**config.mk**
```make
export PLATFORM = sky130hd
export DESIGN_NAME = bc_press
export DESIGN_NICKNAME = d
export VERILOG_FILES = /design/src/design/bc_pkg.sv /design/src/design/bc_press.sv
export SDC_FILE = /design/constraint.sdc
export NUM_CORES = 2
export LEC_CHECK = 0
export BUFFER_PORTS_ARGS = -buffer_cell sky130_fd_sc_hd__buf_2
export CORE_MARGIN = 5
export CORE_UTILIZATION = 52
export CTS_CLUSTER_SIZE = 28
export DETAILED_ROUTE_END_ITERATION = 12
export MAX_ROUTING_LAYER = met4
export PLACE_DENSITY = 0.81
export RECOVER_POWER = 100
export SLEW_MARGIN = 20
export SYNTH_ARGS = -nofsm -noshare
export SYNTH_HDL_FRONTEND = slang
export SYNTH_SLANG_ARGS = --single-unit
```
**constraint.sdc**
```tcl
create_clock -name aclk -period 10.73 [get_ports aclk]
set_input_delay 0.5365 -clock aclk [delete_from_list [all_inputs] [get_ports aclk]]
set_output_delay 0.5365 -clock aclk [all_outputs]
set_load 0.03 [all_outputs]
```
**src/design/bc_pkg.sv**
```systemverilog
package bc_pkg;

    // field widths
    localparam int RAW_W   = 24;
    localparam int CAL_W   = 16;
    localparam int DT_W    = 25;
    localparam int TEMP_W  = 19;
    localparam int PRES_W  = 32;

    // internal widths
    localparam int MULT_W  = DT_W + CAL_W + 1;      // dt times an unsigned calibration word
    localparam int OFF_W   = 40;                    // offset, full range after correction
    localparam int SENS_W  = 39;                    // sensitivity, full range after correction
    localparam int SQ_W    = 36;                    // square of a temperature distance
    localparam int CORR_W  = 39;                    // scaled squares before the final subtract
    localparam int LO_W    = 20;                    // low slice of the sensitivity
    localparam int HI_W    = SENS_W - LO_W;
    localparam int PLO_W   = RAW_W + 1 + LO_W + 1;
    localparam int PHI_W   = RAW_W + 1 + HI_W;
    localparam int PROD_W  = 64;

    // APB
    localparam int ADDR_W  = 5;
    localparam int DATA_W  = 32;
    localparam int IDX_W   = 3;

    localparam logic [IDX_W-1:0] REG_SENS_BASE     = 3'd0;
    localparam logic [IDX_W-1:0] REG_OFFSET_BASE   = 3'd1;
    localparam logic [IDX_W-1:0] REG_SENS_TEMPCO   = 3'd2;
    localparam logic [IDX_W-1:0] REG_OFFSET_TEMPCO = 3'd3;
    localparam logic [IDX_W-1:0] REG_REF_TEMP      = 3'd4;
    localparam logic [IDX_W-1:0] REG_TEMP_SLOPE    = 3'd5;

    localparam logic [CAL_W-1:0] RST_SENS_BASE     = 16'd40127;
    localparam logic [CAL_W-1:0] RST_OFFSET_BASE   = 16'd36924;
    localparam logic [CAL_W-1:0] RST_SENS_TEMPCO   = 16'd23317;
    localparam logic [CAL_W-1:0] RST_OFFSET_TEMPCO = 16'd23282;
    localparam logic [CAL_W-1:0] RST_REF_TEMP      = 16'd33464;
    localparam logic [CAL_W-1:0] RST_TEMP_SLOPE    = 16'd28312;

    // temperature thresholds in hundredths of a degree
    localparam logic signed [TEMP_W-1:0] TEMP_REF    = TEMP_W'(2000);
    localparam logic signed [TEMP_W-1:0] TEMP_FRIGID = TEMP_W'(-1500);

    localparam int PIPE_STAGES = 8;

    typedef struct packed {
        logic [CAL_W-1:0] sens_base;
        logic [CAL_W-1:0] offset_base;
        logic [CAL_W-1:0] sens_tempco;
        logic [CAL_W-1:0] offset_tempco;
        logic [CAL_W-1:0] ref_temp;
        logic [CAL_W-1:0] temp_slope;
    } cal_t;

endpackage

```
**src/design/bc_press.sv**
```systemverilog
module bc_press (
    input  logic                               aclk,
    input  logic [2:0]                         stage_en,
    input  logic signed [bc_pkg::DT_W-1:0]     dt_in,
    input  logic [bc_pkg::RAW_W-1:0]           raw_p_in,
    input  logic signed [bc_pkg::TEMP_W-1:0]   temp_in,
    input  logic signed [bc_pkg::OFF_W-1:0]    off_in,
    input  logic signed [bc_pkg::SENS_W-1:0]   sens_in,
    output logic signed [bc_pkg::DT_W-1:0]     temp_difference,
    output logic signed [bc_pkg::TEMP_W-1:0]   temperature_centi,
    output logic signed [bc_pkg::PRES_W-1:0]   pressure_pa
);
    import bc_pkg::*;

    // stage 6: two partial products of pressure and sensitivity
    logic signed [DT_W-1:0]   dt6_reg;
    logic signed [TEMP_W-1:0] temp6_reg;
    logic signed [OFF_W-1:0]  off6_reg;
    logic signed [PLO_W-1:0]  plo_reg;
    logic signed [PHI_W-1:0]  phi_reg;
    logic signed [PLO_W-1:0]  plo_next;
    logic signed [PHI_W-1:0]  phi_next;

    // stage 7: full product
    logic signed [DT_W-1:0]   dt7_reg;
    logic signed [TEMP_W-1:0] temp7_reg;
    logic signed [OFF_W-1:0]  off7_reg;
    logic signed [PROD_W-1:0] prod_reg;
    logic signed [PROD_W-1:0] prod_next;

    // stage 8: output register
    logic signed [DT_W-1:0]   dt8_reg;
    logic signed [TEMP_W-1:0] temp8_reg;
    logic signed [PRES_W-1:0] pres_reg;
    logic signed [PROD_W-1:0] diff;

    always_comb begin
        plo_next  = PLO_W'($signed({1'b0, raw_p_in}) * $signed({1'b0, sens_in[LO_W-1:0]}));
        phi_next  = PHI_W'($signed({1'b0, raw_p_in}) * $signed(sens_in[SENS_W-1:LO_W]));
        prod_next = (PROD_W'(phi_reg) <<< LO_W) + PROD_W'(plo_reg);
        diff      = (prod_reg >>> 21) - PROD_W'(off7_reg);
    end

    always_ff @(posedge aclk) begin
        if (stage_en[0]) begin
            dt6_reg   <= dt_in;
            temp6_reg <= temp_in;
            off6_reg  <= off_in;
            plo_reg   <= plo_next;
            phi_reg   <= phi_next;
        end
        if (stage_en[1]) begin
            dt7_reg   <= dt6_reg;
            temp7_reg <= temp6_reg;
            off7_reg  <= off6_reg;
            prod_reg  <= prod_next;
        end
        if (stage_en[2]) begin
            dt8_reg   <= dt7_reg;
            temp8_reg <= temp7_reg;
            pres_reg  <= diff[PRES_W+14:15];
        end
    end

    assign temp_difference   = dt8_reg;
    assign temperature_centi = temp8_reg;
    assign pressure_pa       = pres_reg;

endmodule

```
==> metrics.cfg <==
[logic_synthesis]
synth_top_area_cell = fa_1
synthAdderAreaFrac_pct = 45.68
yosysMostFrequentCell = inv_1
ys_top_cells_by_area = fa_1 (35%), edfxtp_1 (24%), ha_1 (11%), inv_1 (7.5%), and2_1 (6.6%)
synth_edf_count = 352
synth_cell_types = 76
avgSynthCellArea_um2 = 10.44
yosys.area_share.simple_pct = 13.52
synthArstFlopShare_pct = 0
synthesis.nets = 5536
netlist_area_mm2 = 0.04418
synth_top_area_share_pct = 34.66
ys.flop_type = edfxtp_1
netlist_instances = 4231
synth_xor_area_share_pct = 2.617
synth_top_family_by_area = adder cells
synth_common_cells = inv_1 (881), fa_1 (765), nand2_1 (518)
yosys_warnings = 0
synth_seq_cells = 352
synth_seq_area_share_pct = 23.92
muxShareOfSynthArea_pct = 0
synth_compound_area_share_pct = 5.154

[global_route]
grt_pass1_vias = 32060
grt_max_degree = 78
grt_first_pass_wirelength_um = 165000
grt_overflow = 0
antenna_found_initial = 10
grtUsageTotal_pct = 23.28

[floorplan]
start_util_pct = 52.14
io-pin-count = 227
rows = 107
die_y_um = 301.5
die-area_mm2 = 0.09090
die_width_um = 301.5
core-area_mm2 = 0.08475

[finish]
layout.area.seq_mm2 = 0.01057
stdcell_count = 5509
largest_reg_flops = 44
drive_above_1_share_pct = 4.868
nFillCells = 7224
final_nets = 5630
area_delta_synth_final_pct = 6.652
multi_input_area_mm2 = 0.02948

[cts]
htreeDepth = 2
cts_sinks = 352
clockBufferDepth = 3
cts_buffers = 38
clk_pin_slew_ns = 0.07
postCtsResizedCells = 0
post_cts.repair.setup_buffers = 0
cts_root_buffer = clkbuf_16
cts_tree = done
cts_hold_repair.buffers = 0
clk_latency_ns = 0.54

[status]
violations = capacitance limit, slew limit
status = finished with violations

[worst_setup_path]
cp_top_family = adder cells
worstSetupEndpointType = register
cp_slowest_cell = clkbuf_1
worstSetupPathType = input port to register
worstPathCellList = buf_2 > clkbuf_1 > nand2_1 > fa_1 > fa_1 > inv_1 > fa_1 > fa_1 > fa_1 > fa_1 > inv_1 > fa_1 > inv_1 > ha_1 > a21o_1 > or3b_1 > o22ai_1 > nand3_1 > a221o_1 > o21ai_0 > nand2_1 > a211oi_1 > nor3_1
cp.arrival_ns = 8.39
rrSetupSlack_ns = 6.94
slowest_delay_ns = 1.36
path_depth = 23
critPathRequiredTime_ns = 11.00
cp-start-kind = input port
cp_max_fo = 38
cp_common_cell = fa_1
rr_worst_depth = 12
crit_buf_inv = 5

[place]
gp_congestion = 0.9262
dp.cells = 5429
port_buffers = 226
hpwlAfterDp_um = 77990

[drt]
ant_nets = 0
num_vias = 29230
firstDrtPassIters = 5
drc = 0
wl_um = 100500
wl_per_cell_um = 18.25
drt_iter0_markers = 1786
avgViaCountPerCell = 5.306

[sta]
slew_viol_final = 398
finalHoldViolCount = 0
setup_viol = 0
period_needed_ns = 8.121
max-slew-margin-rel_pct = -188.3
setup-tns-final_ns = 0
finClkSkew_ns = 0.01916
worst_pin_slew_ns = 4.325
min_period_over_period_pct = 75.69
fmax_mhz = 123.1
rsz0062_at_grt = no

[run]
cap_violations = 6

[min_path]
hold_class = input port to register
holdPathStages = 1

[per-stage QoR]
stage	cell area (µm²)	hold slack (ns)	util [%]	setup WS (ns)
CTS	47360	0.1230	55.88	3.515
floorplan	44180	0.4003	-	3.620
detailed placement	46150	0.4045	54.46	2.958
finish	47120	0.1610	55.61	2.609
global placement	46150	0.4005	54.46	3.052
global route	47120	0.1248	55.61	2.263
[kinds of logic (layout without fill, tap and decap cells)]
kind of cell               count (synthesis)  in the layout
and+or+nand+nor                         1185           1185
adders and majority gates               1154           1154
buffers and inverters                   1068           1192
DFF                                      352            352
AOI/OAI and AO/OA                        340            340
xor gates and xnor gates                 132            132
other                                      0             10
[placed cells by master, fill, tap and decap left out, drive strengths merged, types with 3 or more instances in the layout]
cell	n
or2	6
inv	882
o211ai	7
a31o	5
xor2	48
clkbuf	147
o31ai	6
a21o	61
and3	13
and4	4
nand2	519
o21a	9
nor2	55
nor4b	4
nand3	29
a2111oi	4
edfxtp	352
ha	389
or3	5
o21bai	21
xnor2	84
and2	468
a211oi	7
a41oi	4
nor3	8
buf	138
fa	765
nand2b	15
clkinv	21
o221ai	3
nand4	18
o22ai	3
a221o	5
diode	10
o21ai	53
a31oi	15
nor2b	33
a21boi	4
a21oi	118
[per-layer routing]
| metal | wire length, µm | vias to the layer above | GRT usage (%) | share of wire (%) |
|---|---|---|---|---|
| met5 | 0 | - | - | 0 |
| met1 | 40730 | 14690 | 29.06 | 41 |
| met2 | 48980 | 1104 | 39.03 | 49 |
| li1 | - | 13220 | - | - |
| met3 | 8078 | 226 | 4.665 | 8.0 |
| met4 | 2734 | 0 | 6.551 | 2.7 |
[layout make-up]
cell class                 instances  area share, %
tap                             1144          3.037
inverter                         881          7.018
clock inverter                    26         0.4540
multi-input combinational       2811          62.55
sequential                       352          22.43
clock buffer                      44          2.111
timing repair buffer             241          2.344
antenna                           10        0.05310
[final timing paths]
| check | from | to |
|---|---|---|
| min | off_in[15] | off6_reg[15] |
| min reg2reg | dt6_reg[11] | dt7_reg[11] |
| max | raw_p_in[0] | plo_reg[40] |
| max reg2reg | plo_reg[21] | prod_reg[60] |
Power is left out: the tool's default activity adds up to more than one toggle a clock period on the data nets, which glitch-free logic cannot reach.
