<file path="src/design/bc_pkg.sv">
package bc_pkg;

    // field widths
    localparam int RAW_W   = 24;
    localparam int CAL_W   = 16;
    localparam int DT_W    = 25;
    localparam int TEMP_W  = 19;
    localparam int PRES_W  = 32;

    // internal widths
    localparam int MULT_W  = DT_W + CAL_W + 1;      // dt times an unsigned calibration word
    localparam int OFF_W   = 40;                    // offset, full range after correction
    localparam int SENS_W  = 39;                    // sensitivity, full range after correction
    localparam int SQ_W    = 36;                    // square of a temperature distance
    localparam int CORR_W  = 39;                    // scaled squares before the final subtract
    localparam int LO_W    = 20;                    // low slice of the sensitivity
    localparam int HI_W    = SENS_W - LO_W;
    localparam int PLO_W   = RAW_W + 1 + LO_W + 1;
    localparam int PHI_W   = RAW_W + 1 + HI_W;
    localparam int PROD_W  = 64;

    // APB
    localparam int ADDR_W  = 5;
    localparam int DATA_W  = 32;
    localparam int IDX_W   = 3;

    localparam logic [IDX_W-1:0] REG_SENS_BASE     = 3'd0;
    localparam logic [IDX_W-1:0] REG_OFFSET_BASE   = 3'd1;
    localparam logic [IDX_W-1:0] REG_SENS_TEMPCO   = 3'd2;
    localparam logic [IDX_W-1:0] REG_OFFSET_TEMPCO = 3'd3;
    localparam logic [IDX_W-1:0] REG_REF_TEMP      = 3'd4;
    localparam logic [IDX_W-1:0] REG_TEMP_SLOPE    = 3'd5;

    localparam logic [CAL_W-1:0] RST_SENS_BASE     = 16'd40127;
    localparam logic [CAL_W-1:0] RST_OFFSET_BASE   = 16'd36924;
    localparam logic [CAL_W-1:0] RST_SENS_TEMPCO   = 16'd23317;
    localparam logic [CAL_W-1:0] RST_OFFSET_TEMPCO = 16'd23282;
    localparam logic [CAL_W-1:0] RST_REF_TEMP      = 16'd33464;
    localparam logic [CAL_W-1:0] RST_TEMP_SLOPE    = 16'd28312;

    // temperature thresholds in hundredths of a degree
    localparam logic signed [TEMP_W-1:0] TEMP_REF    = TEMP_W'(2000);
    localparam logic signed [TEMP_W-1:0] TEMP_FRIGID = TEMP_W'(-1500);

    localparam int PIPE_STAGES = 8;

    typedef struct packed {
        logic [CAL_W-1:0] sens_base;
        logic [CAL_W-1:0] offset_base;
        logic [CAL_W-1:0] sens_tempco;
        logic [CAL_W-1:0] offset_tempco;
        logic [CAL_W-1:0] ref_temp;
        logic [CAL_W-1:0] temp_slope;
    } cal_t;

endpackage

</file>
<file path="src/design/bc_corr.sv">
module bc_corr (
    input  logic                               aclk,
    input  logic [1:0]                         stage_en,
    input  logic signed [bc_pkg::DT_W-1:0]     dt_in,
    input  logic [bc_pkg::RAW_W-1:0]           raw_p_in,
    input  logic signed [bc_pkg::TEMP_W-1:0]   temp_in,
    input  logic signed [bc_pkg::OFF_W-1:0]    off_in,
    input  logic signed [bc_pkg::SENS_W-1:0]   sens_in,
    output logic signed [bc_pkg::DT_W-1:0]     dt,
    output logic [bc_pkg::RAW_W-1:0]           raw_p,
    output logic signed [bc_pkg::TEMP_W-1:0]   temp,
    output logic signed [bc_pkg::OFF_W-1:0]    off,
    output logic signed [bc_pkg::SENS_W-1:0]   sens
);
    import bc_pkg::*;

    // stage 4: squares of the distances below the two thresholds
    logic signed [DT_W-1:0]   dt4_reg;
    logic [RAW_W-1:0]         rp4_reg;
    logic signed [TEMP_W-1:0] temp4_reg;
    logic signed [OFF_W-1:0]  off4_reg;
    logic signed [SENS_W-1:0] sens4_reg;
    logic [SQ_W-1:0]          sq_reg;
    logic [SQ_W-1:0]          sq2_reg;
    logic                     cold_reg;
    logic                     frigid_reg;
    logic signed [TEMP_W-1:0] d;
    logic signed [TEMP_W-1:0] e;
    logic [SQ_W-1:0]          sq_next;
    logic [SQ_W-1:0]          sq2_next;

    // stage 5: corrected offset and sensitivity
    logic signed [DT_W-1:0]   dt5_reg;
    logic [RAW_W-1:0]         rp5_reg;
    logic signed [TEMP_W-1:0] temp5_reg;
    logic signed [OFF_W-1:0]  off5_reg;
    logic signed [SENS_W-1:0] sens5_reg;
    logic signed [OFF_W-1:0]  off5_next;
    logic signed [SENS_W-1:0] sens5_next;
    logic [CORR_W-1:0]        sqx;
    logic [CORR_W-1:0]        sq2x;
    logic [CORR_W-1:0]        five_sq;
    logic [CORR_W-1:0]        seven_sq2;
    logic [CORR_W-1:0]        eleven_sq2;
    logic [OFF_W-2:0]         off2;
    logic [SENS_W-2:0]        sens2;

    always_comb begin
        d        = temp_in - TEMP_REF;
        e        = temp_in - TEMP_FRIGID;
        sq_next  = SQ_W'(d * d);
        sq2_next = SQ_W'(e * e);
    end

    always_comb begin
        sqx        = CORR_W'(sq_reg);
        sq2x       = CORR_W'(sq2_reg);
        five_sq    = (sqx << 2) + sqx;
        seven_sq2  = (sq2x << 3) - sq2x;
        eleven_sq2 = (sq2x << 3) + (sq2x << 1) + sq2x;
        off2  = '0;
        sens2 = '0;
        if (cold_reg) begin
            off2  = (OFF_W-1)'(five_sq >> 1);
            sens2 = (SENS_W-1)'(five_sq >> 2);
            if (frigid_reg) begin
                off2  = off2 + (OFF_W-1)'(seven_sq2);
                sens2 = sens2 + (SENS_W-1)'(eleven_sq2 >> 1);
            end
        end
        off5_next  = off4_reg - $signed({1'b0, off2});
        sens5_next = sens4_reg - $signed({1'b0, sens2});
    end

    always_ff @(posedge aclk) begin
        if (stage_en[0]) begin
            dt4_reg    <= dt_in;
            rp4_reg    <= raw_p_in;
            temp4_reg  <= temp_in;
            off4_reg   <= off_in;
            sens4_reg  <= sens_in;
            sq_reg     <= sq_next;
            sq2_reg    <= sq2_next;
            cold_reg   <= temp_in < TEMP_REF;
            frigid_reg <= temp_in < TEMP_FRIGID;
        end
        if (stage_en[1]) begin
            dt5_reg   <= dt4_reg;
            rp5_reg   <= rp4_reg;
            temp5_reg <= temp4_reg;
            off5_reg  <= off5_next;
            sens5_reg <= sens5_next;
        end
    end

    assign dt    = dt5_reg;
    assign raw_p = rp5_reg;
    assign temp  = temp5_reg;
    assign off   = off5_reg;
    assign sens  = sens5_reg;

endmodule

</file>
<file path="config.mk">
export PLATFORM = sky130hd
export DESIGN_NAME = bc_corr
export DESIGN_NICKNAME = d
export VERILOG_FILES = /design/src/design/bc_pkg.sv /design/src/design/bc_corr.sv
export SDC_FILE = /design/constraint.sdc
export NUM_CORES = 2
export LEC_CHECK = 0
export ABC_AREA = 1
export ABC_CLOCK_PERIOD_IN_PS = 9500
export CAP_MARGIN = 20
export CORE_AREA = 8 8 437 439
export CTS_BUF_LIST = sky130_fd_sc_hd__clkbuf_16
export DETAILED_ROUTE_END_ITERATION = 8
export DIE_AREA = 0 0 445 447
export DONT_BUFFER_PORTS = 1
export HOLD_SLACK_MARGIN = 0.02
export PLACE_DENSITY = 0.5
export SLEW_MARGIN = 20
export SYNTH_ARGS = -nofsm -noshare
export SYNTH_HDL_FRONTEND = slang
export SYNTH_SLANG_ARGS = --single-unit
</file>
<file path="constraint.sdc">
create_clock -name aclk -period 9.5 [get_ports aclk]
set_input_delay 0 -clock aclk [delete_from_list [all_inputs] [get_ports aclk]]
set_output_delay 0 -clock aclk [all_outputs]
set_load 0.02 [all_outputs]
</file>
==> results.txt <==
Cells after DPL = 9412
top area cells in the synthesized netlist = fa_1, edfxtp_1, inv_1
die area = 199000 sq um
mapped cell area = 54900 sq um
footprint of the multi-input gates = 37500 sq um
sequential cell area = 10900 sq um
Placement Rows = 158
final WL = 194 mm
worst rel slew slack = 39.1%
Top cell by count, worst path = nand2_1
Setup TNS = 0 ns
antenna viol nets, final = 0
Filler Cells Inserted = 19700
number of port buffers = 0
async set or reset register ratio after synthesis = 0%
Max Fanout on Critical Path = 21
register area share after synthesis = 19.9%
EDFF count, synth = 363
total congestion overflow = 0
Worst Max-Slew Pin Slew = 0.911 ns
CP Data Required Time = 9.90 ns
outcome = finished, final reports clean
first-pass GRT wire length = 294 mm
final setup skew = 0.0387 ns
via count = 45900
initial antenna violation count = 6
core area = 184000 sq um
endpoints failing setup = 0
setup bufs post-CTS = 0
fin cells = 9767
Root Buffer = clkbuf_16
Routed wire per std cell = 19.9 um
Initial Utilization = 29.8%
Seq cells post-synth = 363
vias in the first global route = 47700
synth warn = 0
clock period minus worst slack = 7.59 ns
crit-path max cell delay = 0.61 ns
Mapped Nets = 8310
Final period util = 79.9%
total global-route track usage = 19.2%
Final Hold Vio Count = 0
hpwl dp = 164 mm
syn avg cell area = 7.86 sq um
area grow syn2layout = 12.9%
Setup crit end kind = flip-flop
most frequent cell after synthesis = inv_1
H-tree depth = 2
DR iter-0 viols = 2809
via/cell ratio = 4.70
layout cells sized above 1 = 2.87%
pins over their slew limit = 0
critical path class = in -> reg
clk sinks = 363
overall die height = 447 um
largest buffer count on any clock path = 3
Max-Cap Viols = 0
share of the synthesized area in the top cell type = 26.0%
TritonCTS clock tree = done
min-delay worst type = in -> reg
clock latency on the worst-skew pair = 0.66 ns
Pre-antenna DRT Iters = 8
largest net degree at the start of global routing = 217
Num CTS Buffers = 45
crit path buf inv count = 8
crit start category = input port
area leader, netlist = fa_1
CP arrival = 7.98 ns
Top delay family on crit path = adder cells
synth cell count leaders = inv_1, nand2_1, nor2_1
Distinct cells, synth = 50
FMAX = 132 MHz
GP Congestion = 0.953
clock input transition at the sequential cells of the worst setup and hold paths = 0.06 ns
setup repair after global routing missed its margin = no
die width = 445 um
# DRC = 0
CP max-delay cell = fa_1
hold slack final = 0.0498 ns
Main synth FF type = edfxtp_1
num ports = 297
synthesized instance count = 6985
Nets = 8572
## worst register-to-register path, delay by kind of cell (launching register included)
| family | cells | cell delay (ns) |
|---|---|---|
| AND/OR/NAND/NOR | 27 | 3.76 |
| adder cells (fa/ha/maj) | 5 | 2.32 |
| flip-flops | 1 | 0.77 |
| buffers and inverters | 4 | 0.37 |
## area by class of cell
| class | count | area share [%] |
|---|---|---|
| multi-input combinational | 4919 | 60.5 |
| sequential | 363 | 17.6 |
| inverter | 1631 | 9.88 |
| tap | 2480 | 5.01 |
| timing repair buffer | 287 | 4.64 |
| clock buffer | 45 | 1.82 |
| clock inverter | 38 | 0.575 |
| antenna | 4 | 0.0162 |
## path summary, 6_finish.rpt
path | from | endpoint | slack (ns) | depth (start not counted)
worst min-delay path | sens_in[32] | sens4_reg[32] | 0.05 | 1
worst max register to register | sq_reg[2] | off[25] | 2.01 | 36
worst max-delay path | temp_in[4] | sq_reg[35] | 1.91 | 33
worst min register to register | temp4_reg[7] | temp[7] | 0.40 | 0
## per-layer routing
metal | routed length, um | vias to the layer above | track usage (%)
li1 | - | 22100 | -
met1 | 87900 | 22200 | 25.8
met2 | 89900 | 1368 | 32.7
met3 | 10600 | 246 | 2.44
met4 | 5850 | 2 | 5.18
met5 | 13 | - | 0
## placed cells by master, fill, tap and decap left out, drive strengths merged, types with 42 or more instances in the layout
cell	instances
inv	1639
fa	712
dlygate4sd3	265
nand2	1582
a21oi	291
o21ai	168
ha	463
nor3	63
xnor2	47
edfxtp	363
xor2	146
nand4	80
nor2	778
clkbuf	45
o21bai	54
a21o	42
nand3	389
## per-stage QoR
step / utilization (%) / setup WS, ns / instance area (sq um)
CTS: 33.6 / 2.00 / 61900
finish: 33.6 / 1.91 / 62000
detailed placement: 31.3 / 1.30 / 57700
floorplan: - / 2.50 / 54900
global placement: 31.3 / 1.31 / 57700
global route: 33.6 / 1.43 / 62000
## cells by family after synthesis
logic type               count (synthesis)  synth area share (%)
adder cells (fa/ha/maj)               1175                  36.5
AO/OA/AOI/OAI                          618                  6.37
AND/OR/NAND/NOR                       2932                  22.2
XOR/XNOR                               193                  3.15
other                                    1               0.00683
buffers and inverters                 1703                  11.9
flip-flops                             363                  19.9
## repair_timing
item	4_1_cts	5_1_grt
hold endpoints to repair	518	0
gates resized for setup	0	0
hold buffers	267	0
Power is left out: the tool's default activity adds up to more than one toggle a clock period on the data nets, which glitch-free logic cannot reach.
