[src/design/bc_pkg.sv]
package bc_pkg;

    // field widths
    localparam int RAW_W   = 24;
    localparam int CAL_W   = 16;
    localparam int DT_W    = 25;
    localparam int TEMP_W  = 19;
    localparam int PRES_W  = 32;

    // internal widths
    localparam int MULT_W  = DT_W + CAL_W + 1;      // dt times an unsigned calibration word
    localparam int OFF_W   = 40;                    // offset, full range after correction
    localparam int SENS_W  = 39;                    // sensitivity, full range after correction
    localparam int SQ_W    = 36;                    // square of a temperature distance
    localparam int CORR_W  = 39;                    // scaled squares before the final subtract
    localparam int LO_W    = 20;                    // low slice of the sensitivity
    localparam int HI_W    = SENS_W - LO_W;
    localparam int PLO_W   = RAW_W + 1 + LO_W + 1;
    localparam int PHI_W   = RAW_W + 1 + HI_W;
    localparam int PROD_W  = 64;

    // APB
    localparam int ADDR_W  = 5;
    localparam int DATA_W  = 32;
    localparam int IDX_W   = 3;

    localparam logic [IDX_W-1:0] REG_SENS_BASE     = 3'd0;
    localparam logic [IDX_W-1:0] REG_OFFSET_BASE   = 3'd1;
    localparam logic [IDX_W-1:0] REG_SENS_TEMPCO   = 3'd2;
    localparam logic [IDX_W-1:0] REG_OFFSET_TEMPCO = 3'd3;
    localparam logic [IDX_W-1:0] REG_REF_TEMP      = 3'd4;
    localparam logic [IDX_W-1:0] REG_TEMP_SLOPE    = 3'd5;

    localparam logic [CAL_W-1:0] RST_SENS_BASE     = 16'd40127;
    localparam logic [CAL_W-1:0] RST_OFFSET_BASE   = 16'd36924;
    localparam logic [CAL_W-1:0] RST_SENS_TEMPCO   = 16'd23317;
    localparam logic [CAL_W-1:0] RST_OFFSET_TEMPCO = 16'd23282;
    localparam logic [CAL_W-1:0] RST_REF_TEMP      = 16'd33464;
    localparam logic [CAL_W-1:0] RST_TEMP_SLOPE    = 16'd28312;

    // temperature thresholds in hundredths of a degree
    localparam logic signed [TEMP_W-1:0] TEMP_REF    = TEMP_W'(2000);
    localparam logic signed [TEMP_W-1:0] TEMP_FRIGID = TEMP_W'(-1500);

    localparam int PIPE_STAGES = 8;

    typedef struct packed {
        logic [CAL_W-1:0] sens_base;
        logic [CAL_W-1:0] offset_base;
        logic [CAL_W-1:0] sens_tempco;
        logic [CAL_W-1:0] offset_tempco;
        logic [CAL_W-1:0] ref_temp;
        logic [CAL_W-1:0] temp_slope;
    } cal_t;

endpackage

[src/design/bc_regs.sv]
module bc_regs (
    input  logic                       aclk,
    input  logic                       aresetn,
    input  logic                       psel,
    input  logic                       penable,
    input  logic                       pwrite,
    input  logic [bc_pkg::ADDR_W-1:0]  paddr,
    input  logic [bc_pkg::DATA_W-1:0]  pwdata,
    output logic [bc_pkg::DATA_W-1:0]  prdata,
    output logic                       pready,
    output bc_pkg::cal_t               cal
);
    import bc_pkg::*;

    cal_t             cal_reg;
    cal_t             cal_next;
    logic [IDX_W-1:0] idx;
    logic [CAL_W-1:0] wval;
    logic [CAL_W-1:0] rval;

    assign idx    = paddr[ADDR_W-1:2];
    assign wval   = pwdata[CAL_W-1:0];
    assign pready = 1'b1;
    assign cal    = cal_reg;

    always_comb begin
        cal_next = cal_reg;
        if (psel && penable && pwrite) begin
            case (idx)
                REG_SENS_BASE:     cal_next.sens_base     = wval;
                REG_OFFSET_BASE:   cal_next.offset_base   = wval;
                REG_SENS_TEMPCO:   cal_next.sens_tempco   = wval;
                REG_OFFSET_TEMPCO: cal_next.offset_tempco = wval;
                REG_REF_TEMP:      cal_next.ref_temp      = wval;
                REG_TEMP_SLOPE:    cal_next.temp_slope    = wval;
                default:           cal_next = cal_reg;
            endcase
        end
    end

    always_comb begin
        case (idx)
            REG_SENS_BASE:     rval = cal_reg.sens_base;
            REG_OFFSET_BASE:   rval = cal_reg.offset_base;
            REG_SENS_TEMPCO:   rval = cal_reg.sens_tempco;
            REG_OFFSET_TEMPCO: rval = cal_reg.offset_tempco;
            REG_REF_TEMP:      rval = cal_reg.ref_temp;
            REG_TEMP_SLOPE:    rval = cal_reg.temp_slope;
            default:           rval = '0;
        endcase
    end

    assign prdata = DATA_W'(rval);

    always_ff @(posedge aclk) begin
        if (!aresetn) begin
            cal_reg.sens_base     <= RST_SENS_BASE;
            cal_reg.offset_base   <= RST_OFFSET_BASE;
            cal_reg.sens_tempco   <= RST_SENS_TEMPCO;
            cal_reg.offset_tempco <= RST_OFFSET_TEMPCO;
            cal_reg.ref_temp      <= RST_REF_TEMP;
            cal_reg.temp_slope    <= RST_TEMP_SLOPE;
        end else begin
            cal_reg <= cal_next;
        end
    end

endmodule

[config.mk]
export PLATFORM = sky130hd
export DESIGN_NAME = bc_regs
export DESIGN_NICKNAME = d
export VERILOG_FILES = /design/src/design/bc_pkg.sv /design/src/design/bc_regs.sv
export SDC_FILE = /design/constraint.sdc
export NUM_CORES = 1
export LEC_CHECK = 0
export ABC_CLOCK_PERIOD_IN_PS = 1200
export BUFFER_PORTS_ARGS = -buffer_cell sky130_fd_sc_hd__buf_4
export CORE_MARGIN = 2
export CORE_UTILIZATION = 30
export CTS_BUF_LIST = sky130_fd_sc_hd__clkbuf_8
export DETAILED_ROUTE_END_ITERATION = 7
export GPL_ROUTABILITY_DRIVEN = 0
export MAX_ROUTING_LAYER = met4
export PLACE_DENSITY = 0.54
export SETUP_SLACK_MARGIN = 0.5
export SYNTH_ARGS = -nofsm -noshare
export SYNTH_HDL_FRONTEND = slang
export SYNTH_SLANG_ARGS = --single-unit
[constraint.sdc]
create_clock -name aclk -period 1.2 [get_ports aclk]
set_input_delay 0.12 -clock aclk [delete_from_list [all_inputs] [get_ports aclk]]
set_output_delay 0.12 -clock aclk [all_outputs]
set_load 0.02 [all_outputs]
==> run_summary.xml <==
<?xml version="1.0" encoding="UTF-8"?>
<metrics>
  <group name="finish">
    <metric name="drive_above_1_share" unit="%">63.0</metric>
    <metric name="largest_register_ff_count" unit="">96</metric>
    <metric name="final_net_count" unit="">782</metric>
    <metric name="layout-area-overhead-vs-synth" unit="%">77.3</metric>
    <metric name="fillers" unit="">1348</metric>
    <metric name="antennaDiodeCount" unit="">0</metric>
    <metric name="finish.instance_area" unit="mm^2">0.00824</metric>
  </group>
  <group name="clock_network">
    <metric name="cts.root.buffer_cell" unit="">clkbuf_8</metric>
    <metric name="cts.sink_count" unit="">96</metric>
    <metric name="clk_pin_slew" unit="ns">0.09</metric>
    <metric name="cts_max_level" unit="">3</metric>
    <metric name="total_clock_buffers_created_by_cts" unit="">9</metric>
    <metric name="clock_insertion_delay_worst_skew" unit="ns">0.38</metric>
    <metric name="ctsLongestPathBuffers" unit="">2</metric>
    <metric name="tritoncts" unit="">yes</metric>
  </group>
  <group name="power">
    <metric name="finalPower" unit="mW">6.32</metric>
    <metric name="power.internal" unit="mW">4.52</metric>
    <metric name="p_switching" unit="mW">1.80</metric>
    <metric name="p_clk_share" unit="%">29.7</metric>
    <metric name="worst_ir_drop_vdd" unit="mV">0.396</metric>
    <metric name="total_leakage_power" unit="nW">3.79</metric>
    <metric name="switching_share" unit="%">28.4</metric>
    <metric name="power.share.combinational" unit="%">19.4</metric>
    <metric name="power.share.sequential" unit="%">50.9</metric>
    <metric name="power.density" unit="mW/mm^2">767</metric>
  </group>
  <group name="setup_path">
    <metric name="cp.required" unit="ns">1.08</metric>
    <metric name="timing.critical_path.fanout_max" unit="">2</metric>
    <metric name="cp-end-kind" unit="">primary output</metric>
    <metric name="timing_worst_setup_path_type" unit="">reg -&gt; out</metric>
    <metric name="crit_path_start_kind" unit="">flop</metric>
    <metric name="critPathArrivalTime" unit="ns">1.48</metric>
  </group>
  <group name="logic_synthesis">
    <metric name="synth-seq-area-share" unit="%">41.4</metric>
    <metric name="post_synth.cell_area_avg" unit="um^2">9.23</metric>
    <metric name="combinational_family_with_the_most_area_after_synthesis" unit="">multiplexers</metric>
    <metric name="synth-edff-count" unit="">0</metric>
    <metric name="synth.distinct_cells" unit="">32</metric>
    <metric name="yosysWarningCount" unit="">0</metric>
    <metric name="post_synth_xor_area_fraction" unit="%">0</metric>
    <metric name="mappedNetlistArea" unit="mm^2">0.00464</metric>
    <metric name="synth_mux_area_share" unit="%">21.7</metric>
    <metric name="synth_top_cells_by_count" unit="">dfxtp_1 (96), mux2i_1 (68), nand2_1 (68)</metric>
    <metric name="post_synth_inst_count" unit="">503</metric>
    <metric name="post-synth-top-area-fraction" unit="%">41.4</metric>
    <metric name="yosys_most_used_dff" unit="">dfxtp_1</metric>
    <metric name="synth-simple-area-share" unit="%">13.2</metric>
    <metric name="netlist_top_cells_area" unit="">dfxtp_1 (41%), mux2i_1 (15%), mux2_2 (7.0%)</metric>
    <metric name="yosys.cell_count.top_type" unit="">dfxtp_1</metric>
    <metric name="fraction_of_the_mapped_netlist_area_in_compound_gates" unit="%">13.7</metric>
    <metric name="number_of_flip_flops_and_latches_in_the_synthesized_netlist" unit="">96</metric>
    <metric name="synth_largest_area_cell" unit="">dfxtp_1</metric>
    <metric name="yosys.area_share.adder" unit="%">0</metric>
    <metric name="ys_async_sr_fraction" unit="%">0</metric>
  </group>
  <group name="place">
    <metric name="dp_hpwl" unit="mm">12.1</metric>
    <metric name="dpl-instance-area" unit="mm^2">0.00647</metric>
    <metric name="numPortBuffers" unit="">135</metric>
  </group>
  <group name="sta">
    <metric name="unrepaired_setup_endpoints_after_global_routing" unit="">true</metric>
    <metric name="finalHoldViolations" unit="">0</metric>
    <metric name="post-route-period-util" unit="%">133</metric>
    <metric name="drv_slew" unit="">0</metric>
    <metric name="max_freq" unit="GHz">0.624</metric>
    <metric name="final.setup.worst_slack" unit="ns">-0.401</metric>
    <metric name="clock_skew" unit="ns">0</metric>
    <metric name="timing.final.setup_violations" unit="">16</metric>
    <metric name="timing.final.crit_period" unit="ns">1.60</metric>
  </group>
  <group name="floorplan">
    <metric name="io-pin-count" unit="">171</metric>
    <metric name="core_area" unit="mm^2">0.0151</metric>
    <metric name="rows" unit="">45</metric>
    <metric name="start_util" unit="%">30.7</metric>
    <metric name="chipWidth" unit="um">128</metric>
    <metric name="chip_height" unit="um">128</metric>
    <metric name="fp.dieArea" unit="mm^2">0.0165</metric>
  </group>
  <group name="outcome">
    <metric name="status" unit="">complete, but fails checks</metric>
    <metric name="violations_in_the_final_reports" unit="">setup timing</metric>
  </group>
  <group name="routing">
    <metric name="vias_per_cell" unit="">5.00</metric>
    <metric name="dr.max_layer_used" unit="">met4</metric>
    <metric name="drtAntennaViolNets" unit="">0</metric>
    <metric name="route.layer.met1.wl" unit="mm">7.71</metric>
    <metric name="remaining_drc_errors" unit="">0</metric>
    <metric name="drt-wirelength-per-cell" unit="um">19.0</metric>
    <metric name="detailroute.wirelength.met2" unit="mm">8.81</metric>
    <metric name="detail_route.first_pass.iterations" unit="">4</metric>
    <metric name="route.final.wire_length" unit="mm">17.6</metric>
    <metric name="dr.first_iter.drc_count" unit="">233</metric>
    <metric name="routed-via-count" unit="">4643</metric>
    <metric name="dr_wl_met3" unit="um">821</metric>
  </group>
  <group name="global_routing">
    <metric name="grt_start_max_net_pins" unit="">48</metric>
    <metric name="total_routing_usage_reported_by_global_routing" unit="%">21.4</metric>
    <metric name="globalRoute.totalOverflow" unit="">0</metric>
    <metric name="global_route_wire_length_before_repair" unit="mm">26.0</metric>
    <metric name="antenna_violations_before_repair" unit="">0</metric>
    <metric name="grt_pass1_vias" unit="">4676</metric>
  </group>
  <group name="run">
    <metric name="maxCapViolations" unit="">0</metric>
  </group>
  <group name="hold_path">
    <metric name="hp-class" unit="">in -&gt; reg</metric>
  </group>
</metrics>
cell usage in the layout (no fill, tap or decap), drive strengths merged, types with 19 or more instances in the layout:
master / count
buf: 263
mux2: 29
dfxtp: 96
inv: 31
nor2b: 24
mux2i: 68
o211ai: 35
o21ai: 21
nand2: 68
nand3: 19
power by group through the flow:
stage,logic [mW],clock network [mW],registers [mW]
2_1_floorplan,0.604,0,3.34
3_3_place_gp,1.00,0,3.31
3_5_place_dp,1.02,0,3.31
4_1_cts,1.15,1.95,3.23
5_1_grt,1.29,2.06,3.22
6_report,1.23,1.88,3.21
final cells by class:
class                   instances  area [um^2]  share of cell area [%]
flip-flops and latches         96         2080                    25.2
repair buffers                270         2950                    35.8
multi-input cells             332         2710                    32.9
well taps                     188          235                    2.86
clock inverters                 2         10.0                   0.122
inverters                      31          116                    1.41
clock buffers                  10          138                    1.67
stage by stage:
| stage | hold slack, ns | TNS, ns | setup WS (ns) | utilization (%) | std cells |
|---|---|---|---|---|---|
| final | 0.0108 | -5.22 | -0.401 | 54.4 | 929 |
| after detailed placement | 0.397 | -7.70 | -0.171 | 42.7 | 854 |
| after CTS | 0.000184 | -5.60 | -0.430 | 51.1 | 906 |
| after global routing | 0.00951 | -5.95 | -0.429 | 54.4 | 929 |
| after floorplan | 0.273 | -1.07 | -0.0757 | - | 518 |
| after global placement | 0.392 | -6.83 | -0.156 | 42.7 | 854 |
worst paths after layout:
kind / cells after the start / endpoint / from / slack (ns)
max: 3 / prdata[9] / cal[73] / -0.40
min: 3 / cal[13] / pwdata[13] / 0.01
max reg2reg: 5 / cal[38] / cal[38] / 0.29
min reg2reg: 2 / cal[64] / cal[64] / 0.47
cells by family after synthesis:
| logic type | Yosys count |
|---|---|
| other cells | 2 |
| flops | 96 |
| mux | 97 |
| buf+inv | 91 |
| compound gates | 90 |
| simple gates | 127 |
per-layer routing:
metal	track usage, %	vias up
met4	7.56	0
met3	3.37	19
met1	26.7	2280
met5	-	-
met2	35.2	132
li1	-	2212
worst max-delay path, cell delays in order (launching register included):
cell,delay [ns]
dfxtp_2,0.33
mux2_4,0.26
a221o_1,0.36
buf_6,0.15
what timing repair did:
item                                    4_1_cts  5_1_grt
resized for setup                           252      102
endpoints found under the hold margin         6        0
endpoints found under the setup margin      208      208
gates cloned                                  0        1
pin swaps                                    20       24
setup buffers                                33       22
hold buffers                                  7        0
(Power assumes the default switching activity.)
