### src/design/bc_pkg.sv
package bc_pkg;

    // field widths
    localparam int RAW_W   = 24;
    localparam int CAL_W   = 16;
    localparam int DT_W    = 25;
    localparam int TEMP_W  = 19;
    localparam int PRES_W  = 32;

    // internal widths
    localparam int MULT_W  = DT_W + CAL_W + 1;      // dt times an unsigned calibration word
    localparam int OFF_W   = 40;                    // offset, full range after correction
    localparam int SENS_W  = 39;                    // sensitivity, full range after correction
    localparam int SQ_W    = 36;                    // square of a temperature distance
    localparam int CORR_W  = 39;                    // scaled squares before the final subtract
    localparam int LO_W    = 20;                    // low slice of the sensitivity
    localparam int HI_W    = SENS_W - LO_W;
    localparam int PLO_W   = RAW_W + 1 + LO_W + 1;
    localparam int PHI_W   = RAW_W + 1 + HI_W;
    localparam int PROD_W  = 64;

    // APB
    localparam int ADDR_W  = 5;
    localparam int DATA_W  = 32;
    localparam int IDX_W   = 3;

    localparam logic [IDX_W-1:0] REG_SENS_BASE     = 3'd0;
    localparam logic [IDX_W-1:0] REG_OFFSET_BASE   = 3'd1;
    localparam logic [IDX_W-1:0] REG_SENS_TEMPCO   = 3'd2;
    localparam logic [IDX_W-1:0] REG_OFFSET_TEMPCO = 3'd3;
    localparam logic [IDX_W-1:0] REG_REF_TEMP      = 3'd4;
    localparam logic [IDX_W-1:0] REG_TEMP_SLOPE    = 3'd5;

    localparam logic [CAL_W-1:0] RST_SENS_BASE     = 16'd40127;
    localparam logic [CAL_W-1:0] RST_OFFSET_BASE   = 16'd36924;
    localparam logic [CAL_W-1:0] RST_SENS_TEMPCO   = 16'd23317;
    localparam logic [CAL_W-1:0] RST_OFFSET_TEMPCO = 16'd23282;
    localparam logic [CAL_W-1:0] RST_REF_TEMP      = 16'd33464;
    localparam logic [CAL_W-1:0] RST_TEMP_SLOPE    = 16'd28312;

    // temperature thresholds in hundredths of a degree
    localparam logic signed [TEMP_W-1:0] TEMP_REF    = TEMP_W'(2000);
    localparam logic signed [TEMP_W-1:0] TEMP_FRIGID = TEMP_W'(-1500);

    localparam int PIPE_STAGES = 8;

    typedef struct packed {
        logic [CAL_W-1:0] sens_base;
        logic [CAL_W-1:0] offset_base;
        logic [CAL_W-1:0] sens_tempco;
        logic [CAL_W-1:0] offset_tempco;
        logic [CAL_W-1:0] ref_temp;
        logic [CAL_W-1:0] temp_slope;
    } cal_t;

endpackage

### src/design/bc_temp.sv
module bc_temp (
    input  logic                               aclk,
    input  logic [2:0]                         stage_en,
    input  bc_pkg::cal_t                       cal,
    input  logic [bc_pkg::RAW_W-1:0]           raw_temperature,
    input  logic [bc_pkg::RAW_W-1:0]           raw_pressure,
    output logic signed [bc_pkg::DT_W-1:0]     dt,
    output logic [bc_pkg::RAW_W-1:0]           raw_p,
    output logic signed [bc_pkg::TEMP_W-1:0]   temp,
    output logic signed [bc_pkg::OFF_W-1:0]    off,
    output logic signed [bc_pkg::SENS_W-1:0]   sens
);
    import bc_pkg::*;

    // stage 1: temperature difference
    logic signed [DT_W-1:0]   dt1_reg;
    logic signed [DT_W-1:0]   dt1_next;
    logic [RAW_W-1:0]         rp1_reg;

    // stage 2: three products of dt
    logic signed [DT_W-1:0]   dt2_reg;
    logic [RAW_W-1:0]         rp2_reg;
    logic signed [MULT_W-1:0] pt_reg;
    logic signed [MULT_W-1:0] po_reg;
    logic signed [MULT_W-1:0] ps_reg;
    logic signed [MULT_W-1:0] pt_next;
    logic signed [MULT_W-1:0] po_next;
    logic signed [MULT_W-1:0] ps_next;

    // stage 3: first-order temperature, offset, sensitivity
    logic signed [DT_W-1:0]   dt3_reg;
    logic [RAW_W-1:0]         rp3_reg;
    logic signed [TEMP_W-1:0] temp_reg;
    logic signed [OFF_W-1:0]  off_reg;
    logic signed [SENS_W-1:0] sens_reg;
    logic signed [TEMP_W-1:0] temp_next;
    logic signed [OFF_W-1:0]  off_next;
    logic signed [SENS_W-1:0] sens_next;

    always_comb begin
        dt1_next = $signed({1'b0, raw_temperature}) - $signed({1'b0, cal.ref_temp, 8'b0});
        pt_next  = MULT_W'(dt1_reg * $signed({1'b0, cal.temp_slope}));
        po_next  = MULT_W'(dt1_reg * $signed({1'b0, cal.offset_tempco}));
        ps_next  = MULT_W'(dt1_reg * $signed({1'b0, cal.sens_tempco}));
        temp_next = TEMP_W'(pt_reg >>> 23) + TEMP_REF;
        off_next  = OFF_W'($signed({1'b0, cal.offset_base, 16'b0})) + OFF_W'(po_reg >>> 7);
        sens_next = SENS_W'($signed({1'b0, cal.sens_base, 15'b0})) + SENS_W'(ps_reg >>> 8);
    end

    always_ff @(posedge aclk) begin
        if (stage_en[0]) begin
            dt1_reg <= dt1_next;
            rp1_reg <= raw_pressure;
        end
        if (stage_en[1]) begin
            dt2_reg <= dt1_reg;
            rp2_reg <= rp1_reg;
            pt_reg  <= pt_next;
            po_reg  <= po_next;
            ps_reg  <= ps_next;
        end
        if (stage_en[2]) begin
            dt3_reg  <= dt2_reg;
            rp3_reg  <= rp2_reg;
            temp_reg <= temp_next;
            off_reg  <= off_next;
            sens_reg <= sens_next;
        end
    end

    assign dt    = dt3_reg;
    assign raw_p = rp3_reg;
    assign temp  = temp_reg;
    assign off   = off_reg;
    assign sens  = sens_reg;

endmodule

### config.mk
export PLATFORM = sky130hd
export DESIGN_NAME = bc_temp
export DESIGN_NICKNAME = d
export VERILOG_FILES = /design/src/design/bc_pkg.sv /design/src/design/bc_temp.sv
export SDC_FILE = /design/constraint.sdc
export NUM_CORES = 2
export LEC_CHECK = 0
export BUFFER_PORTS_ARGS = -buffer_cell sky130_fd_sc_hd__clkbuf_2
export CORE_MARGIN = 2
export CORE_UTILIZATION = 35
export CTS_BUF_LIST = sky130_fd_sc_hd__clkbuf_4 sky130_fd_sc_hd__clkbuf_8
export DETAILED_ROUTE_END_ITERATION = 16
export HOLD_SLACK_MARGIN = 0.06
export PLACE_DENSITY = 0.6
export SLEW_MARGIN = 20
export SYNTH_ARGS = -nofsm -noshare
export SYNTH_HDL_FRONTEND = slang
export SYNTH_SLANG_ARGS = --single-unit
### constraint.sdc
create_clock -name aclk -period 7.6 [get_ports aclk]
set_clock_uncertainty 0.1 [all_clocks]
set_input_delay 0.76 -clock aclk [delete_from_list [all_inputs] [get_ports aclk]]
set_output_delay 0.76 -clock aclk [all_outputs]
set_load 0.03 [all_outputs]
==> impl_metrics.tcl <==
set metrics [dict create \
    status "completed" \
    post_drt_wl_per_cell_um 16.1 \
    critical_path.endpoint "ps_reg[38]" \
    clk_transition_reported_paths_ns 0.06 \
    synth-edff-count 325 \
    worstSetupStartpointType "flip-flop" \
    timing.reg2reg.worst_path_depth 22 \
    max_slew.worst_pin.slew_ns 0.956 \
    fraction_of_registers_with_async_set_or_reset_after_synthesis 0 \
    drt-met1-wl_um 54800 \
    initial_drc_count 1749 \
    endpoint_kind "flip-flop" \
    nNetsFinal 7450 \
    regToRegEndpoint "ps_reg[38]" \
    clkLatencyLatePin_ns 0.78 \
    grt_overflow_total 0 \
    antenna_found_initial 13 \
    critical_path_class "flip-flop to flip-flop" \
    viasPerCell 4.63 \
    maxSlewViolCount 0 \
    cts_max_path_buffers 3 \
    dp_cells 7715 \
    die_h_um 397 \
    reg_to_reg_slack_setup_ns 0.42 \
    timing.final.hold_violations 0 \
    postRouteWirelength_um 127000 \
    cpMostUsedCell "sky130_fd_sc_hd__fa_1" \
    fin_cells 7874 \
    crit_path_top_delay_cell "sky130_fd_sc_hd__edfxtp_1" \
    top_layer_used "met5" \
    rows 144 \
    dr.pass1.iters 7 \
    route.detailed.drc 0 \
    route.vias.total 36500 \
    setup_violations 0 \
    largest_register_ffs 36 \
    postSynth.topFlopCell "sky130_fd_sc_hd__edfxtp_1" \
    floorplan.core_area_mm2 0.154 \
    drv_cap 0 \
    holdWs_ns 0.169 \
    synth.avg_cell_area_um2 9.98 \
    finalCritPeriodShare 0.944 \
    cts_sinks 325 \
    seq_area_frac_synth 0.180 \
    filler_cell_count 15400 \
    maxSlewHeadroom 0.346 \
    met3RoutedLength_um 6940 \
    cts_root_buffer "sky130_fd_sc_hd__clkbuf_8" \
    grt_util_overall 0.169 \
    grt_max_degree 64 \
    clock_tree_from_tritoncts "done" \
    timing.setup.tns_ns 0 \
    grt_first_pass_wirelength_um 209000 \
    critical_path.reg2reg.startpoint "dt1_reg[23]" \
    numPortBuffers 294 \
    synth_seq_cells 325 \
    die-area_mm2 0.158 \
    syn_area_mm2 0.0542 \
    yosys_warnings 0 \
    synthesis.nets 7099 \
    fin_crit_ns 7.18 \
    met2RoutedLength_um 62100 \
    path_cells "buf_4 > and2_1 > fa_1 > inv_1 > fa_1 > fa_1 > inv_1 > fa_1 > fa_1 > inv_1 > fa_1 > inv_1 > ha_1 > a21o_1 > a21o_1 > a21o_2 > a21oi_1 > o22ai_4 > o311a_4 > o21a_1 > or2_1 > xor2_1" \
    cp.required_ns 7.96 \
    cp_slowest_stage_delay_ns 0.71 \
    cts-buffers-inserted 66 \
    synth.lib_cells_used.distinct 70 \
    timing.critical_path.fanout_max 15 \
    fp.dieW_um 397 \
    post_route_cells_drive_above_1_share 0.106 \
    syn-instance-count 5429 \
    hold_class "input port to flip-flop" \
    crit_arrival_ns 7.54 \
    worst_setup_path_startpoint "dt1_reg[23]" \
    h_tree_depth_reported_by_cts 3 \
    setup_repair_after_global_routing_missed_its_margin "false" \
    ant_nets 0 \
    routabilityCongestion 0.849 \
    fmaxAchievable_mhz 139 \
    area_delta_synth_final_pct 12.1 \
    top_ports 295 \
    grt_pass1_vias 39000 \
    place_hpwl_um 104000 \
    initial_core_util 0.352 \
]
==> timing repair <==
item,4_1_cts,5_1_grt
endpoints found under the hold margin,31,0
setup endpoints to repair,0,17
resized for setup,0,1
buffers inserted,0,10
hold buffers,31,0
==> placed cells by master, fill, tap and decap left out, types with 6 or more instances in the layout <==
cell,n
sky130_fd_sc_hd__a21oi_1,76
sky130_fd_sc_hd__o21bai_1,7
sky130_fd_sc_hd__buf_4,170
sky130_fd_sc_hd__a21boi_0,7
sky130_fd_sc_hd__inv_1,1459
sky130_fd_sc_hd__ha_1,352
sky130_fd_sc_hd__and3_1,19
sky130_fd_sc_hd__nor2_1,84
sky130_fd_sc_hd__o21a_1,20
sky130_fd_sc_hd__a211oi_1,14
sky130_fd_sc_hd__or3_1,11
sky130_fd_sc_hd__and2_1,478
sky130_fd_sc_hd__xnor2_1,106
sky130_fd_sc_hd__xor2_1,31
sky130_fd_sc_hd__nand2b_1,12
sky130_fd_sc_hd__clkinv_1,10
sky130_fd_sc_hd__edfxtp_1,325
sky130_fd_sc_hd__nand3_1,18
sky130_fd_sc_hd__nand4_1,11
sky130_fd_sc_hd__dlygate4sd3_1,31
sky130_fd_sc_hd__nor2b_1,24
sky130_fd_sc_hd__clkbuf_8,68
sky130_fd_sc_hd__o21ai_0,48
sky130_fd_sc_hd__nor3b_1,8
sky130_fd_sc_hd__nand2_1,765
sky130_fd_sc_hd__o311ai_0,6
sky130_fd_sc_hd__clkbuf_2,291
sky130_fd_sc_hd__fa_1,1170
sky130_fd_sc_hd__clkbuf_4,17
sky130_fd_sc_hd__nor3_1,27
sky130_fd_sc_hd__buf_12,25
sky130_fd_sc_hd__o31ai_1,10
sky130_fd_sc_hd__a21o_1,26
sky130_fd_sc_hd__clkinv_2,8
==> layout make-up <==
cell class | instances | area (µm²) | area share
multi-input cells | 3408 | 38000 | 0.626
flip-flops and latches | 325 | 9760 | 0.161
inverters | 1459 | 5480 | 0.0902
repair buffers | 520 | 3570 | 0.0588
well taps | 2044 | 2560 | 0.0421
clock buffers | 85 | 1060 | 0.0175
clock inverters | 28 | 246 | 0.00406
diodes | 5 | 12.5 | 0.000206
==> cell usage after synthesis, drive strengths merged (3+ instances only) <==
cell	count	share of area
a2111oi	6	0.0011
a211o	4	0.00067
a211oi	16	0.0023
a21boi	7	0.00097
a21o	29	0.0041
a21oi	77	0.0073
a221oi	4	0.00076
a31oi	4	0.00046
and2	478	0.055
and3	22	0.0026
buf	8	0.0011
clkbuf	229	0.016
edfxtp	325	0.18
fa	1170	0.43
ha	352	0.081
inv	1459	0.10
mux2i	3	0.00055
nand2	765	0.053
nand2b	12	0.0014
nand3	18	0.0017
nand4	11	0.0013
nor2	84	0.0058
nor2b	24	0.0028
nor3	27	0.0025
nor3b	8	0.0011
o2111ai	4	0.00065
o211ai	5	0.00069
o21a	20	0.0028
o21ai	49	0.0046
o21bai	7	0.00097
o22ai	4	0.00072
o311a	3	0.00097
o311ai	6	0.00097
o31ai	10	0.0014
o41ai	3	0.00083
or2	3	0.00035
or3	12	0.0014
xnor2	106	0.017
xor2	31	0.0050
==> worst min-delay path by stage <==
stage	startpoint	depth (start not counted)	slack (ns)	endpoint
finish	raw_temperature[0]	1	0.17	dt1_reg[0]
global route	raw_temperature[0]	1	0.12	dt1_reg[0]
CTS	raw_temperature[0]	1	0.07	dt1_reg[0]
detailed placement	dt2_reg[0]	0	0.30	dt[0]
global placement	rp1_reg[15]	0	0.30	rp2_reg[15]
floorplan	dt2_reg[0]	0	0.30	dt[0]
==> logic make-up (layout without fill, tap and decap cells) <==
kind of cell | after synthesis | in the layout | share of synthesized area
buffers and inverters | 1696 | 2092 | 0.118
AO/OA/AOI/OAI | 268 | 268 | 0.0340
other | 0 | 5 | 0
XOR/XNOR | 137 | 137 | 0.0222
adder cells (fa/ha/maj) | 1522 | 1522 | 0.514
multiplexers | 3 | 3 | 0.000554
flip-flops | 325 | 325 | 0.180
AND/OR/NAND/NOR | 1478 | 1478 | 0.131
==> stage by stage <==
stage | instance area, µm² | setup WS, ns | util
after global placement | 58900 | 0.169 | 0.383
final | 60700 | 0.422 | 0.394
after floorplan | 54200 | 0.427 | -
after CTS | 60500 | 0.132 | 0.393
after global routing | 60700 | 0.0447 | 0.394
after detailed placement | 58900 | 0.0495 | 0.383
==> worst max-delay path, delay by kind of cell, from the launching register on <==
kind | cells | cell delay, ns
AO/OA/AOI/OAI | 7 | 1.53
XOR/XNOR | 1 | 0.14
adder cells (fa/ha/maj) | 7 | 3.40
AND/OR/NAND/NOR | 2 | 0.40
buffers and inverters | 5 | 0.56
flip-flops | 1 | 0.71
==> per-layer routing <==
metal / global-route usage / vias up
li1: - / 16600
met1: 0.227 / 18900
met2: 0.281 / 799
met3: 0.0269 / 164
met4: 0.0495 / 12
met5: 0 / -
Power is not shown: default switching activity piles up to over one toggle a cycle in this logic, so the estimate is an artifact.
